`src/rtl/wlsp_pkg.sv`:
```
`timescale 1ns / 1ps

package wlsp_pkg;

    localparam int SECTOR_COUNT_DEF = 8;
    localparam int IDX_W            = 3;
    localparam int IDX_SPAN         = 1 << IDX_W;
    localparam int WORD_W           = 32;
    localparam int IN_FLAGS_W       = 3;
    localparam int IN_DATA_W        = 3 * WORD_W;
    localparam int OUT_DATA_W       = 8;

    localparam logic [WORD_W-1:0] ERASE_INIT     = 32'hFFFF_FFFF;
    localparam logic [WORD_W-1:0] SERIAL_HALF    = 32'h8000_0000;
    localparam logic [WORD_W-1:0] WRAP_SEQ_MIN   = 32'hFFFF_FFF0;
    localparam logic [WORD_W-1:0] WRAP_REF_LIMIT = 32'd10;
    localparam logic [WORD_W-1:0] PROTECT_SPAN   = 32'd4;

    typedef enum logic [1:0] {
        REASON_CORRUPT    = 2'd0,
        REASON_LEAST_WORN = 2'd1,
        REASON_FALLBACK   = 2'd2
    } t_reason;

    typedef struct packed {
        logic             excluded;
        logic             read_failed;
        logic             header_valid;
    } t_flags;

endpackage

```
`src/rtl/wear_level_sector_picker.sv`:
```
`timescale 1ns / 1ps

// A last request is held in the s1 registers, then its pick is registered to o_m_axis_tvalid.
// Throughput: one request per cycle unless stalled; the minimum compare is in the pass loop.
// A pick waiting on the output stalls intake only when another last request is due.
// Reset (i_rst_n low, synchronous): pass state, position and both valid flags clear.
// No clearing pass; the block takes requests as soon as reset is released.
module wear_level_sector_picker #(
    parameter int SECTOR_COUNT = wlsp_pkg::SECTOR_COUNT_DEF
) (
    input  logic                              i_clk,
    input  logic                              i_rst_n,
    input  logic                              i_s_axis_tvalid,
    output logic                              o_s_axis_tready,
    // [31:0] sequence_number, [63:32] erase_total, [95:64] reference_sequence
    input  logic [wlsp_pkg::IN_DATA_W-1:0]    i_s_axis_tdata,
    // [0] header_valid, [1] read_failed, [2] excluded
    input  logic [wlsp_pkg::IN_FLAGS_W-1:0]   i_s_axis_tuser,
    input  logic                              i_s_axis_tlast,
    output logic                              o_m_axis_tvalid,
    input  logic                              i_m_axis_tready,
    // [2:0] chosen_sector, [7:3] zero
    output logic [wlsp_pkg::OUT_DATA_W-1:0]   o_m_axis_tdata,
    // [1:0] pick_reason
    output wlsp_pkg::t_reason                 o_m_axis_tuser
);
    import wlsp_pkg::*;

    localparam int              WRAP     = (SECTOR_COUNT < IDX_SPAN) ? SECTOR_COUNT : IDX_SPAN;
    localparam logic [IDX_W-1:0] LAST_POS = IDX_W'(WRAP - 1);

    logic              r_s1_valid;
    t_flags            r_s1_flags;
    logic [WORD_W-1:0] r_s1_seq;
    logic [WORD_W-1:0] r_s1_erase;
    logic [WORD_W-1:0] r_s1_ref;
    logic              r_s1_last;

    logic [IDX_W-1:0]  r_position,     n_position;
    logic              r_best_found,   n_best_found;
    logic [IDX_W-1:0]  r_best_index,   n_best_index;
    logic [WORD_W-1:0] r_least_erase,  n_least_erase;
    logic              r_corrupt_found, n_corrupt_found;
    logic [IDX_W-1:0]  r_corrupt_index, n_corrupt_index;

    logic              r_out_valid;
    logic [IDX_W-1:0]  r_out_sector,   n_out_sector;
    t_reason           r_out_reason,   n_out_reason;

    logic              w_advance;
    logic              w_in_take;
    logic [WORD_W-1:0] w_diff_sr;
    logic [WORD_W-1:0] w_diff_rs;
    logic              w_newer;
    logic              w_protected;

    assign w_advance       = r_s1_valid && (!r_s1_last || !r_out_valid || i_m_axis_tready);
    assign o_s_axis_tready = !r_s1_valid || w_advance;
    assign w_in_take       = i_s_axis_tvalid && o_s_axis_tready;

    assign o_m_axis_tvalid = r_out_valid;
    assign o_m_axis_tdata  = {{(OUT_DATA_W - IDX_W){1'b0}}, r_out_sector};
    assign o_m_axis_tuser  = r_out_reason;

    always_ff @(posedge i_clk) begin
        if (!i_rst_n) begin
            r_s1_valid <= 1'b0;
        end else if (o_s_axis_tready) begin
            r_s1_valid <= i_s_axis_tvalid;
        end
        if (w_in_take) begin
            r_s1_flags <= t_flags'(i_s_axis_tuser);
            r_s1_seq   <= i_s_axis_tdata[WORD_W-1:0];
            r_s1_erase <= i_s_axis_tdata[2*WORD_W-1:WORD_W];
            r_s1_ref   <= i_s_axis_tdata[3*WORD_W-1:2*WORD_W];
            r_s1_last  <= i_s_axis_tlast;
        end
    end

    // serial comparison with the wrap guard
    always_comb begin
        w_diff_sr = r_s1_seq - r_s1_ref;
        w_diff_rs = r_s1_ref - r_s1_seq;
        if (r_s1_seq == r_s1_ref) begin
            w_newer = 1'b0;
        end else if (r_s1_seq > r_s1_ref) begin
            w_newer = (w_diff_sr <= SERIAL_HALF);
        end else begin
            w_newer = (w_diff_rs > SERIAL_HALF);
        end
        w_protected = !w_newer
                      && ((r_s1_ref >= r_s1_seq)
                          || ((r_s1_seq > WRAP_SEQ_MIN) && (r_s1_ref < WRAP_REF_LIMIT)))
                      && (w_diff_rs < PROTECT_SPAN);
    end

    always_comb begin
        n_best_found    = r_best_found;
        n_best_index    = r_best_index;
        n_least_erase   = r_least_erase;
        n_corrupt_found = r_corrupt_found;
        n_corrupt_index = r_corrupt_index;
        n_position      = (r_position == LAST_POS) ? '0 : r_position + 1'b1;

        if (!r_corrupt_found && !r_s1_flags.excluded && !r_s1_flags.read_failed) begin
            if (!r_s1_flags.header_valid) begin
                n_corrupt_found = 1'b1;
                n_corrupt_index = r_position;
            end else if (!w_protected && (r_s1_erase < r_least_erase)) begin
                n_least_erase = r_s1_erase;
                n_best_index  = r_position;
                n_best_found  = 1'b1;
            end
        end

        if (n_corrupt_found) begin
            n_out_sector = n_corrupt_index;
            n_out_reason = REASON_CORRUPT;
        end else if (n_best_found) begin
            n_out_sector = n_best_index;
            n_out_reason = REASON_LEAST_WORN;
        end else begin
            n_out_sector = '0;
            n_out_reason = REASON_FALLBACK;
        end
    end

    always_ff @(posedge i_clk) begin
        if (!i_rst_n) begin
            r_position      <= '0;
            r_best_found    <= 1'b0;
            r_best_index    <= '0;
            r_least_erase   <= ERASE_INIT;
            r_corrupt_found <= 1'b0;
            r_corrupt_index <= '0;
        end else if (w_advance) begin
            if (r_s1_last) begin
                r_position      <= '0;
                r_best_found    <= 1'b0;
                r_best_index    <= '0;
                r_least_erase   <= ERASE_INIT;
                r_corrupt_found <= 1'b0;
                r_corrupt_index <= '0;
            end else begin
                r_position      <= n_position;
                r_best_found    <= n_best_found;
                r_best_index    <= n_best_index;
                r_least_erase   <= n_least_erase;
                r_corrupt_found <= n_corrupt_found;
                r_corrupt_index <= n_corrupt_index;
            end
        end
    end

    always_ff @(posedge i_clk) begin
        if (!i_rst_n) begin
            r_out_valid <= 1'b0;
        end else if (w_advance && r_s1_last) begin
            r_out_valid <= 1'b1;
        end else if (i_m_axis_tready) begin
            r_out_valid <= 1'b0;
        end
        if (w_advance && r_s1_last) begin
            r_out_sector <= n_out_sector;
            r_out_reason <= n_out_reason;
        end
    end

`ifndef NO_ASSERTIONS
    a_fallback_zero: assert property (@(posedge i_clk) disable iff (!i_rst_n)
        r_out_valid && (r_out_reason == REASON_FALLBACK) |-> (r_out_sector == '0))
        else $error("fallback pick with nonzero sector");

    a_pass_cleared: assert property (@(posedge i_clk) disable iff (!i_rst_n)
        w_advance && r_s1_last |=> (r_position == '0) && !r_corrupt_found && !r_best_found
                                    && (r_least_erase == ERASE_INIT))
        else $error("pass state not cleared after pick");

    a_corrupt_sticky: assert property (@(posedge i_clk) disable iff (!i_rst_n)
        r_corrupt_found && !(w_advance && r_s1_last) |=> r_corrupt_found
                                                         && $stable(r_corrupt_index))
        else $error("corrupt pick lost within a pass");

    a_no_overrun: assert property (@(posedge i_clk) disable iff (!i_rst_n)
        r_out_valid && !i_m_axis_tready |-> !(w_advance && r_s1_last))
        else $error("pick overwritten before delivery");

    a_best_below_init: assert property (@(posedge i_clk) disable iff (!i_rst_n)
        r_best_found |-> (r_least_erase != ERASE_INIT))
        else $error("best candidate holds an all-ones erase count");
`endif

endmodule
```
`config.mk`:
```
export PLATFORM = sky130hd
export DESIGN_NAME = wear_level_sector_picker
export DESIGN_NICKNAME = d
export VERILOG_FILES = /design/src/rtl/wlsp_pkg.sv /design/src/rtl/wear_level_sector_picker.sv
export SDC_FILE = /design/constraint.sdc
export NUM_CORES = 1
export LEC_CHECK = 0
export CAP_MARGIN = 0
export CELL_PAD_IN_SITES_DETAIL_PLACEMENT = 1
export CELL_PAD_IN_SITES_GLOBAL_PLACEMENT = 2
export CORE_MARGIN = 3
export CORE_UTILIZATION = 37
export CTS_CLUSTER_SIZE = 8
export DETAILED_ROUTE_END_ITERATION = 16
export DONT_BUFFER_PORTS = 1
export GPL_ROUTABILITY_DRIVEN = 0
export PLACE_DENSITY_LB_ADDON = 0.25
export SLEW_MARGIN = 25
export SYNTH_ARGS = -nofsm -noshare
export SYNTH_HDL_FRONTEND = slang
export SYNTH_SLANG_ARGS = --single-unit
```
`constraint.sdc`:
```
create_clock -name i_clk -period 7.9 [get_ports i_clk]
set_clock_uncertainty 0.2 [all_clocks]
set_input_delay 2.37 -clock i_clk [delete_from_list [all_inputs] [get_ports i_clk]]
set_output_delay 2.37 -clock i_clk [all_outputs]
set_load 0.02 [all_outputs]
```
=== Word-level counts from Yosys, hierarchy flattened ===
Cells that the tools add are included.

* Register bits after elaboration: 150
* Bits of input ports: 104
* Output and inout bits: 12

* Add/subtract/negate cells: 3
* $lt $le $gt $ge: 8
* Equal/unequal tests: 2
* Muxes and demuxes: 27
* Reduce and logical (&&, ||, !) cells: 26

{| class="wikitable"
|+ Operator list
! operator !! number
|-
| 2-to-1 mux 32 bit || 4
|-
| > comparator 32 bit (second input constant) || 2
|-
| subtractor 32 bit || 2
|-
| 2-to-1 mux 3 bit || 11
|-
| == test 32 bit || 1
|-
| >= comparator 32 bit || 1
|-
| > comparator 32 bit || 1
|-
| <= comparator 32 bit (second input constant) || 1
|-
| < comparator 32 x 3 -> 1 bit (second input constant) || 1
|-
| < comparator 32 bit || 1
|-
| < comparator 32 x 4 -> 1 bit (second input constant) || 1
|-
| 2-to-1 mux 1 bit || 11
|-
| logical AND 1 bit || 9
|-
| logical NOT 1 bit || 8
|-
| nonzero test 2 bit || 4
|-
| logical OR 1 bit || 4
|-
| AND reduction 4 bit || 1
|-
| adder 3 x 1 -> 3 bit (second input constant) || 1
|-
| == test 3 bit (second input constant) || 1
|-
| 2-to-1 mux 2 bit || 1
|}

=== Depth between registers and ports, before layout ===
Gate-level depths: netlist (run 1).

* Depth after elaboration: 14
* Depth in mapped cells: 17

=== Least setup slack after synthesis (run 1) ===
OpenSTA, ideal clock, no wires.

* Path type: input to register
* Start: input i_m_axis_tready
* End: register r_s1_erase[0] (enable)
* Data arrival time: 7458 ps
* Data required time: 7082 ps
* Path slack: -376 ps
* Cell stages on the path: 2
* Path through: nor2b_1 a31oi_1

* Cells in the longest elaborated chain, start to end: 4

{| class="wikitable"
|+ RTL lines
! what !! line !! RTL
|-
| from (decl) || wear_level_sector_picker.sv:21 || <nowiki>input logic i_m_axis_tready,</nowiki>
|-
| logical OR 1 bit || wear_level_sector_picker.sv:57 || <nowiki>assign w_advance = r_s1_valid && (!r_s1_last || !r_out_valid || i_m_axis_tready);</nowiki>
|-
| logical AND 1 bit || wear_level_sector_picker.sv:57 ||
|-
| logical OR 1 bit || wear_level_sector_picker.sv:58 || <nowiki>assign o_s_axis_tready = !r_s1_valid || w_advance;</nowiki>
|-
| logical AND 1 bit || wear_level_sector_picker.sv:59 || <nowiki>assign w_in_take = i_s_axis_tvalid && o_s_axis_tready;</nowiki>
|-
| named net w_in_take || wear_level_sector_picker.sv:51 || <nowiki>logic w_in_take;</nowiki>
|-
| to (signal assigned) || wear_level_sector_picker.sv:74 || <nowiki>r_s1_erase <= i_s_axis_tdata[2*WORD_W-1:WORD_W];</nowiki>
|-
| to (decl) || wear_level_sector_picker.sv:35 || <nowiki>logic [WORD_W-1:0] r_s1_erase;</nowiki>
|}

The timed path passes the listed nets, and every way through them passes these cells.
A chain may end at the register's enable or synchronous reset.

=== Worst setup path in the final report (run 1) ===
* Start: input i_m_axis_tready
* End: output o_s_axis_tready

* Cells in the longest elaborated chain, start to end: 3

{| class="wikitable"
|+ RTL lines
! what !! line !! RTL
|-
| logical OR 1 bit || wear_level_sector_picker.sv:57 ||
|-
| logical AND 1 bit || wear_level_sector_picker.sv:57 ||
|-
| logical OR 1 bit || wear_level_sector_picker.sv:58 ||
|-
| to (decl) || wear_level_sector_picker.sv:14 || <nowiki>output logic o_s_axis_tready,</nowiki>
|}

Every way passes these cells.

==> results.cfg, run 1 <==
[routing]
first_pass_iters = 5
ant_nets = 0
drc_errors = 0
wirelength_microns = 34000
drt-initial-drc-count = 645
vias = 9054
post_drt_wl_per_cell_microns = 22.3
avgViaCountPerCell = 5.94

[clock_network]
ctsResizeCount = 0
cts_buffer_depth = 2
cts_buffers = 17
cts_tree = yes
clk_pin_slew_ps = 60
hold_buffers = 0
clock-sinks = 150
cts_max_level = 4
post_cts_buffers = 0
cts_root_buf = clkbuf_16
clk_latency_ps = 430

[floorplan]
coreArea_sq_um = 27900
die_w_microns = 175
dieArea_sq_um = 30600
io_pins = 116
initial_core_util_pct = 37.8
fp-row-count = 61
die_y_microns = 175

[worst_setup_path]
crit_family = simple AND/OR/NAND/NOR gates
crit_path_max_fanout = 4
critical_path.slowest_cell = nor2b_1
worstPathRequired_ps = 5330
end_kind = primary output
max_stage_delay_ps = 300
critPathKind = in -> out
cp.arrival_ps = 2970
start_kind = primary input
cp_num_buf_inv = 0
crit_chain = nor2b_1 > nand3_1

[finish]
layout-drive-gt1-share_pct = 6.22
instances_no_fill = 1524
mostFrequentLayoutCells = inv_1, edfxtp_1, ha_1, a21oi_1, nand2_1
final_nets = 1330
synthToLayoutAreaGrowth_pct = 8.61
layout_commonest_cell = inv_1
fin_util_pct = 41.1

[grt]
grt_pass1_wl_microns = 53100
grt.overflow.total = 0
first_global_vias = 9097
grt_max_degree = 52
globalRouteTotalUtil_pct = 22.1
antenna_found_initial = 11

[sta]
max_freq_ghz = 0.181
slew_violations = 0
maxSlewHeadroom_pct = 38.4
rsz0062_at_grt = false
post-route-period-util_pct = 70.1
tns_ps = 0
tightest_slew_ps = 916
finalSetupViolations = 0
hold_violations = 0
post-route-min-period_ps = 5540

[synth]
ys_seq_elements = 150
synth-xor-area-share_pct = 1.08
synth_top_family_by_area = compound AO/OA/AOI/OAI gates
yosysSeqAreaShare_pct = 38.4
synth.distinct_cells = 84
ys_warn_count = 0
synth-simple-area-share_pct = 15.8
synth_cells = 1157
async_flop_share_pct = 0
synthFlopType = edfxtp_1
synth_area_sq_um = 10600
syn_area_per_cell_sq_um = 9.13
synth_edf_count = 105
synth_compound_area_share_pct = 25.5
synthMuxAreaShare_pct = 1.05
synth_fa_ha_area_share_pct = 11.5

[place]
hpwl_microns = 26700
place_inst = 1488
port_buffers = 0

[power]
power_density_nw_per_um2 = 193
power.leakage_nw = 4.64
ir_worst_vdd_v = 0.000157

[run_status]
status = finished clean

[run]
cap_violations = 0

[hold_path]
hp-class = reg -> reg
## state kept, by name (all words and copies together) (netlist names)
name	cells
r_least_erase	32
r_s1_erase	32
r_s1_ref	32
r_s1_seq	32
r_best_index	3
r_corrupt_index	3
r_out_sector	3
r_position	3
r_s1_flags	3
o_m_axis_tuser	2
o_m_axis_tvalid	1
r_best_found	1
r_corrupt_found	1
r_s1_last	1
r_s1_valid	1
## path summary, 6_finish.rpt
path | cells after the start | from | end | slack, ps
worst min register to register | 2 | r_best_index[1] | r_best_index[1] | 290
worst min-delay path | 2 | r_best_index[1] | r_best_index[1] | 290
worst max register to register | 13 | r_s1_ref[11] | o_m_axis_tuser[1] | 2670
worst max-delay path | 2 | i_m_axis_tready | o_s_axis_tready | 2360
## metal layers
layer  wire [microns]  share of wire [%]  GRT usage, %
met5               90               0.26             0
met3             1220                3.6          4.00
met1            15200                 45          28.6
met2            16800                 49          38.0
met4              683                2.0          6.08
## through the flow
step	power, mW	hold slack, ps	setup slack, ps	area (sq um)
after floorplan	1.24	250	1720	10600
final	2.22	289	2360	11500
after detailed placement	1.37	278	2360	10800
after global routing	2.32	314	2300	11500
after CTS	2.23	294	2360	11500
after global placement	1.36	270	2390	10800
## cells in the mapped netlist, types with 8 or more instances
master    number  share of area (%)
dfxtp_1       45                8.5
nor2b_1       14               0.83
o21ai_1       10               0.47
nor2_1        62                2.2
xnor2_1       10               0.83
a21o_1        29                2.1
o21ai_0       65                3.1
nand2_1       73                2.6
nor3_1        19               0.90
edfxtp_1     105                 30
ha_1          97                 11
clkbuf_1      26               0.92
nand4_1       33                2.0
inv_1        112                4.0
nand3_1       27                1.3
o211ai_1      19                1.3
and4_1        11               0.91
nand2b_1       8               0.47
a21oi_1       96                4.5
a21boi_0       8               0.57
a211o_1       35                2.9
or3_1          8               0.47
buf_2         23                1.1
o21a_1        15                1.1
a31oi_1       39                2.3
a211oi_1      10               0.71
nor4_1        21                1.2
## kinds of logic after synthesis
family                   count (synthesis)
AO/OA/AOI/OAI                          400
AND/OR/NAND/NOR                        315
buffers and inverters                  171
flip-flops                             150
adder cells (fa/ha/maj)                 97
XOR/XNOR                                13
multiplexers                            10
other                                    1
## layout make-up
cell class | count | area [sq um]
clock buffers | 18 | 450
fillers | 3236 | 16500
inverters | 113 | 424
clock inverters | 14 | 171
repair buffers | 7 | 52.6
multi-input cells | 840 | 5840
diodes | 4 | 10.0
well taps | 378 | 473
flip-flops and latches | 150 | 4050
## report_power, final
| part | switching [mW] | internal, mW | total (mW) |
|---|---|---|---|
| sequential | 0.0280 | 0.881 | 0.909 |
| clock | 0.361 | 0.499 | 0.859 |
| combinational | 0.303 | 0.147 | 0.449 |
(Power assumes the default switching activity.)
==> run 2: changes to the inputs <==
CORE_UTILIZATION = 40   (was 37)
clock period = 5.6 ns   (was 7.9 ns; I/O delays follow)
==> results.cfg, run 2 (synthesis results as in run 1) <==
[clock_network]
cts_buffers = 17
clk_pin_slew_ps = 60
post_cts_buffers = 0
cts_tree = yes
clk_latency_ps = 430
hold_buffers = 0
cts_buffer_depth = 2
cts_max_level = 4
cts_root_buf = clkbuf_16
clock-sinks = 150
ctsResizeCount = 0

[grt]
grt_pass1_wl_microns = 53100
antenna_found_initial = 14
first_global_vias = 9336
grt_max_degree = 64
globalRouteTotalUtil_pct = 23.7
grt.overflow.total = 0

[run_status]
status = finished clean

[routing]
ant_nets = 0
first_pass_iters = 6
post_drt_wl_per_cell_microns = 22.7
wirelength_microns = 33700
drc_errors = 0
drt-initial-drc-count = 536
avgViaCountPerCell = 6.08
vias = 9029

[worst_setup_path]
timing.rr.end = o_m_axis_tuser[1]
r2r_cells = 13
worstPathRequired_ps = 5580
end_kind = flop
r2r-start = r_s1_ref[13]
r2r_slack_ps = 580
start_kind = flop
critPathKind = reg -> reg
cp.arrival_ps = 5000
crit_path_max_fanout = 38

[power]
ir_worst_vdd_v = 0.000203
power_density_nw_per_um2 = 273
power.leakage_nw = 4.69

[floorplan]
io_pins = 116
die_y_microns = 169
initial_core_util_pct = 41.4
coreArea_sq_um = 25500
dieArea_sq_um = 28400
die_w_microns = 169
fp-row-count = 58

[sta]
tightest_slew_ps = 1060
rsz0062_at_grt = false
post-route-period-util_pct = 89.6
post-route-min-period_ps = 5020
hold_violations = 0
max_freq_ghz = 0.199
tns_ps = 0
maxSlewHeadroom_pct = 29.0
finalSetupViolations = 0
slew_violations = 0

[place]
placed_cell_area_sq_um = 10900
port_buffers = 0
hpwl_microns = 26900

[hold_path]
min-delay-start = r_best_index[1]
hp-class = reg -> reg
hold_path_depth = 2
hold_path_end = r_best_index[1]

[finish]
finish.instance_area_sq_um = 11500
synthToLayoutAreaGrowth_pct = 8.80
layout_commonest_cell = inv_1
final_nets = 1338
mostFrequentLayoutCells = inv_1, edfxtp_1, ha_1, a21oi_1, nand2_1
layout-drive-gt1-share_pct = 6.87
regArea_sq_um = 4050
multiInputGateArea_sq_um = 5840
fillCellCount = 2988

[run]
cap_violations = 0
run 2: changes by cell type in the layout (fill, tap and decap cells not counted), sizes merged:
cell | before | now
clkbuf | 18 | 17
bufinv | 2 | 3
buf | 7 | 15
run 2: cell type report:
| cell class | instances | area share, % |
|---|---|---|
| Tap cell | 330 | 3.59 |
| Multi-Input combinational cell | 840 | 50.8 |
| Timing Repair Buffer | 15 | 1.09 |
| Sequential cell | 150 | 35.3 |
| Clock inverter | 15 | 1.77 |
| Antenna cell | 4 | 0.0871 |
| Inverter | 113 | 3.69 |
| Clock buffer | 17 | 3.70 |
run 2: how the worst max path moves through the flow:
stage / from / end / cells past startpoint
2_1_floorplan: i_m_axis_tready / r_s1_erase[0] / 2
3_3_place_gp: r_s1_ref[13] / o_m_axis_tuser[1] / 13
3_5_place_dp: r_s1_ref[13] / o_m_axis_tuser[1] / 13
4_1_cts: r_s1_ref[13] / o_m_axis_tuser[1] / 13
5_1_grt: r_s1_ref[13] / o_m_axis_tuser[0] / 13
6_report: r_s1_ref[13] / o_m_axis_tuser[1] / 13
run 2: per-layer routing:
layer  share of wire [%]  vias to the layer above  track usage [%]
met5                0.38                        -                0
li1                    -                     4329                -
met1                  43                     4404             30.2
met3                 5.1                       55             4.79
met4                 2.3                       20             6.76
met2                  49                      221             41.1
run 2: critical path, cell delays in order (launching register included):
cell       delay, ps
edfxtp_1         460
ha_1             540
a21oi_1          440
o21ai_0          200
o2bb2ai_1        230
or2_1            300
mux2_2           270
or4_1            520
nor4_1           490
a2111o_1         370
or2_1            180
buf_12           220
nand2_1          110
and3_1           220
run 2: stage by stage:
step | cells | hold WS [ps] | util (%) | power [mW] | setup slack (ps)
finish | 1484 | 285 | 45.0 | 3.13 | 581
global route | 1484 | 306 | 45.0 | 3.28 | 352
CTS | 1480 | 284 | 45.0 | 3.16 | 638
detailed placement | 1448 | 273 | 42.5 | 1.94 | 660
global placement | 1448 | 268 | 42.5 | 1.93 | 673
floorplan | 1161 | 250 | - | 1.75 | 113
run 2: power by group:
part	internal [mW]	leakage [nW]	total [mW]	switching (mW)
Sequential	1.24	1.39	1.28	0.0397
Combinational	0.214	2.99	0.641	0.427
Clock	0.722	0.308	1.21	0.489
Total	2.18	4.69	3.13	0.956
==> run 3: changes to the inputs <==
CORE_UTILIZATION = 25   (was 40)
==> results.cfg, run 3 (synthesis results as in run 1) <==
[worst_setup_path]
r2r-start = r_s1_seq[12]
cp.arrival_ps = 5450
max_stage_delay_ps = 620
end_kind = flop
r2r_cells = 14
cp_num_buf_inv = 2
critical_path.slowest_cell = a2111oi_0
start_kind = flop
timing.rr.end = r_least_erase[30]
timing.critical_path.mode_cell = nor4_1
r2r_slack_ps = 280
crit_path_max_fanout = 32
crit_chain = inv_1 > ha_1 > a21oi_1 > nor2_1 > a2111oi_0 > o211ai_1 > nor4_1 > nand4_1 > nor4_1 > a2111o_1 > or2_1 > buf_12 > a31oi_1 > a211o_1
worstPathRequired_ps = 5730
crit_family = compound AO/OA/AOI/OAI gates
critPathKind = reg -> reg

[power]
power.leakage_nw = 4.74
ir_worst_vdd_v = 0.000214
power_mw = 3.10
power_density_nw_per_um2 = 262

[hold_path]
hold_path_end = r_best_index[0]
min-delay-start = r_best_index[0]
hold_path_depth = 2
hp-class = reg -> reg

[clock_network]
clock-sinks = 150
clk_latency_ps = 440
post_cts_buffers = 0
cts_tree = yes
cts_root_buf = clkbuf_16
ctsResizeCount = 0
cts_buffer_depth = 2
hold_buffers = 0
cts_max_level = 4
cts_buffers = 17
clk_pin_slew_ps = 60

[grt]
globalRouteTotalUtil_pct = 17.3
grt.overflow.total = 0
first_global_vias = 9412
grt_pass1_wl_microns = 58700
grt_max_degree = 75
antenna_found_initial = 10

[sta]
post-route-min-period_ps = 5320
post-route-period-util_pct = 94.9
max_freq_ghz = 0.188
slew_violations = 0
tightest_slew_ps = 954
maxSlewHeadroom_pct = 35.8
setup_ws_ps = 284
hold_violations = 0
tns_ps = 0
rsz0062_at_grt = false
finalSetupViolations = 0

[finish]
final_nets = 1350
fillCellCount = 4784
multiInputGateArea_sq_um = 5860
mostFrequentLayoutCells = inv_1, edfxtp_1, ha_1, a21oi_1, nand2_1
layout_commonest_cell = inv_1
synthToLayoutAreaGrowth_pct = 12.1
finish.instance_area_sq_um = 11900
regArea_sq_um = 4050
layout-drive-gt1-share_pct = 7.66

[routing]
vias = 9109
drc_errors = 0
avgViaCountPerCell = 5.36
first_pass_iters = 5
drt-initial-drc-count = 608
ant_nets = 0
wirelength_microns = 38400
post_drt_wl_per_cell_microns = 22.6

[place]
placed_cell_area_sq_um = 11200
dp_slack_ps = 310
hpwl_microns = 30600
port_buffers = 0

[floorplan]
dieArea_sq_um = 44800
io_pins = 116
initial_core_util_pct = 25.6
fp-row-count = 74
die_w_microns = 212
coreArea_sq_um = 41300
die_y_microns = 212

[run]
cap_violations = 0

[run_status]
status = finished clean
run 3: cell types whose count changed in the layout (fill, tap and decap cells not counted), moves of 3 or more:
cell,previous run,this run
buf_4,14,24
clkbuf_1,0,3
clkbuf_8,0,4
clkinv_2,0,3
inv_6,6,0
inv_8,4,0
run 3: layout make-up:
cell class	count	share of cell area, %
diodes	5	0.106
clock buffers	24	4.15
clock inverters	8	0.834
inverters	113	3.58
multi-input cells	840	49.4
flip-flops and latches	150	34.2
well taps	532	5.62
repair buffers	27	2.09
run 3: worst max path at each step:
stage | startpoint | end | depth (start not counted)
2_1_floorplan | i_m_axis_tready | r_s1_erase[0] | 2
3_3_place_gp | r_s1_seq[12] | r_least_erase[30] | 14
3_5_place_dp | r_s1_seq[12] | r_least_erase[30] | 14
4_1_cts | r_s1_seq[12] | r_least_erase[30] | 14
5_1_grt | r_s1_seq[12] | r_least_erase[30] | 14
6_report | r_s1_seq[12] | r_least_erase[30] | 14
run 3: routing by layer:
| metal | global-route usage, % | routed length [microns] | vias up |
|---|---|---|---|
| met1 | 20.9 | 16600 | 4561 |
| met4 | 8.18 | 1700 | 10 |
| li1 | - | - | 4336 |
| met3 | 3.36 | 1120 | 53 |
| met5 | 0 | 73 | - |
| met2 | 29.7 | 18900 | 149 |
run 3: where the power goes:
| part | switching [mW] | internal (mW) |
|---|---|---|
| logic | 0.446 | 0.223 |
| clock network | 0.446 | 0.701 |
| registers | 0.0410 | 1.24 |
run 3: metrics by stage:
step           util [%]  hold WS, ps  cells
6_report           28.7          282   1699
5_1_grt            28.7          316   1697
4_1_cts            28.6          285   1693
3_5_place_dp       27.2          276   1661
3_3_place_gp       27.2          274   1661
2_1_floorplan         -          250   1161
run 3: worst reg2reg max path, delay by kind of cell (launching register included):
family / cells / cell delay, ps
buf+inv: 2 / 310
fa+ha+maj: 1 / 540
flops: 1 / 390
compound gates: 6 / 2200
simple gates: 5 / 1580
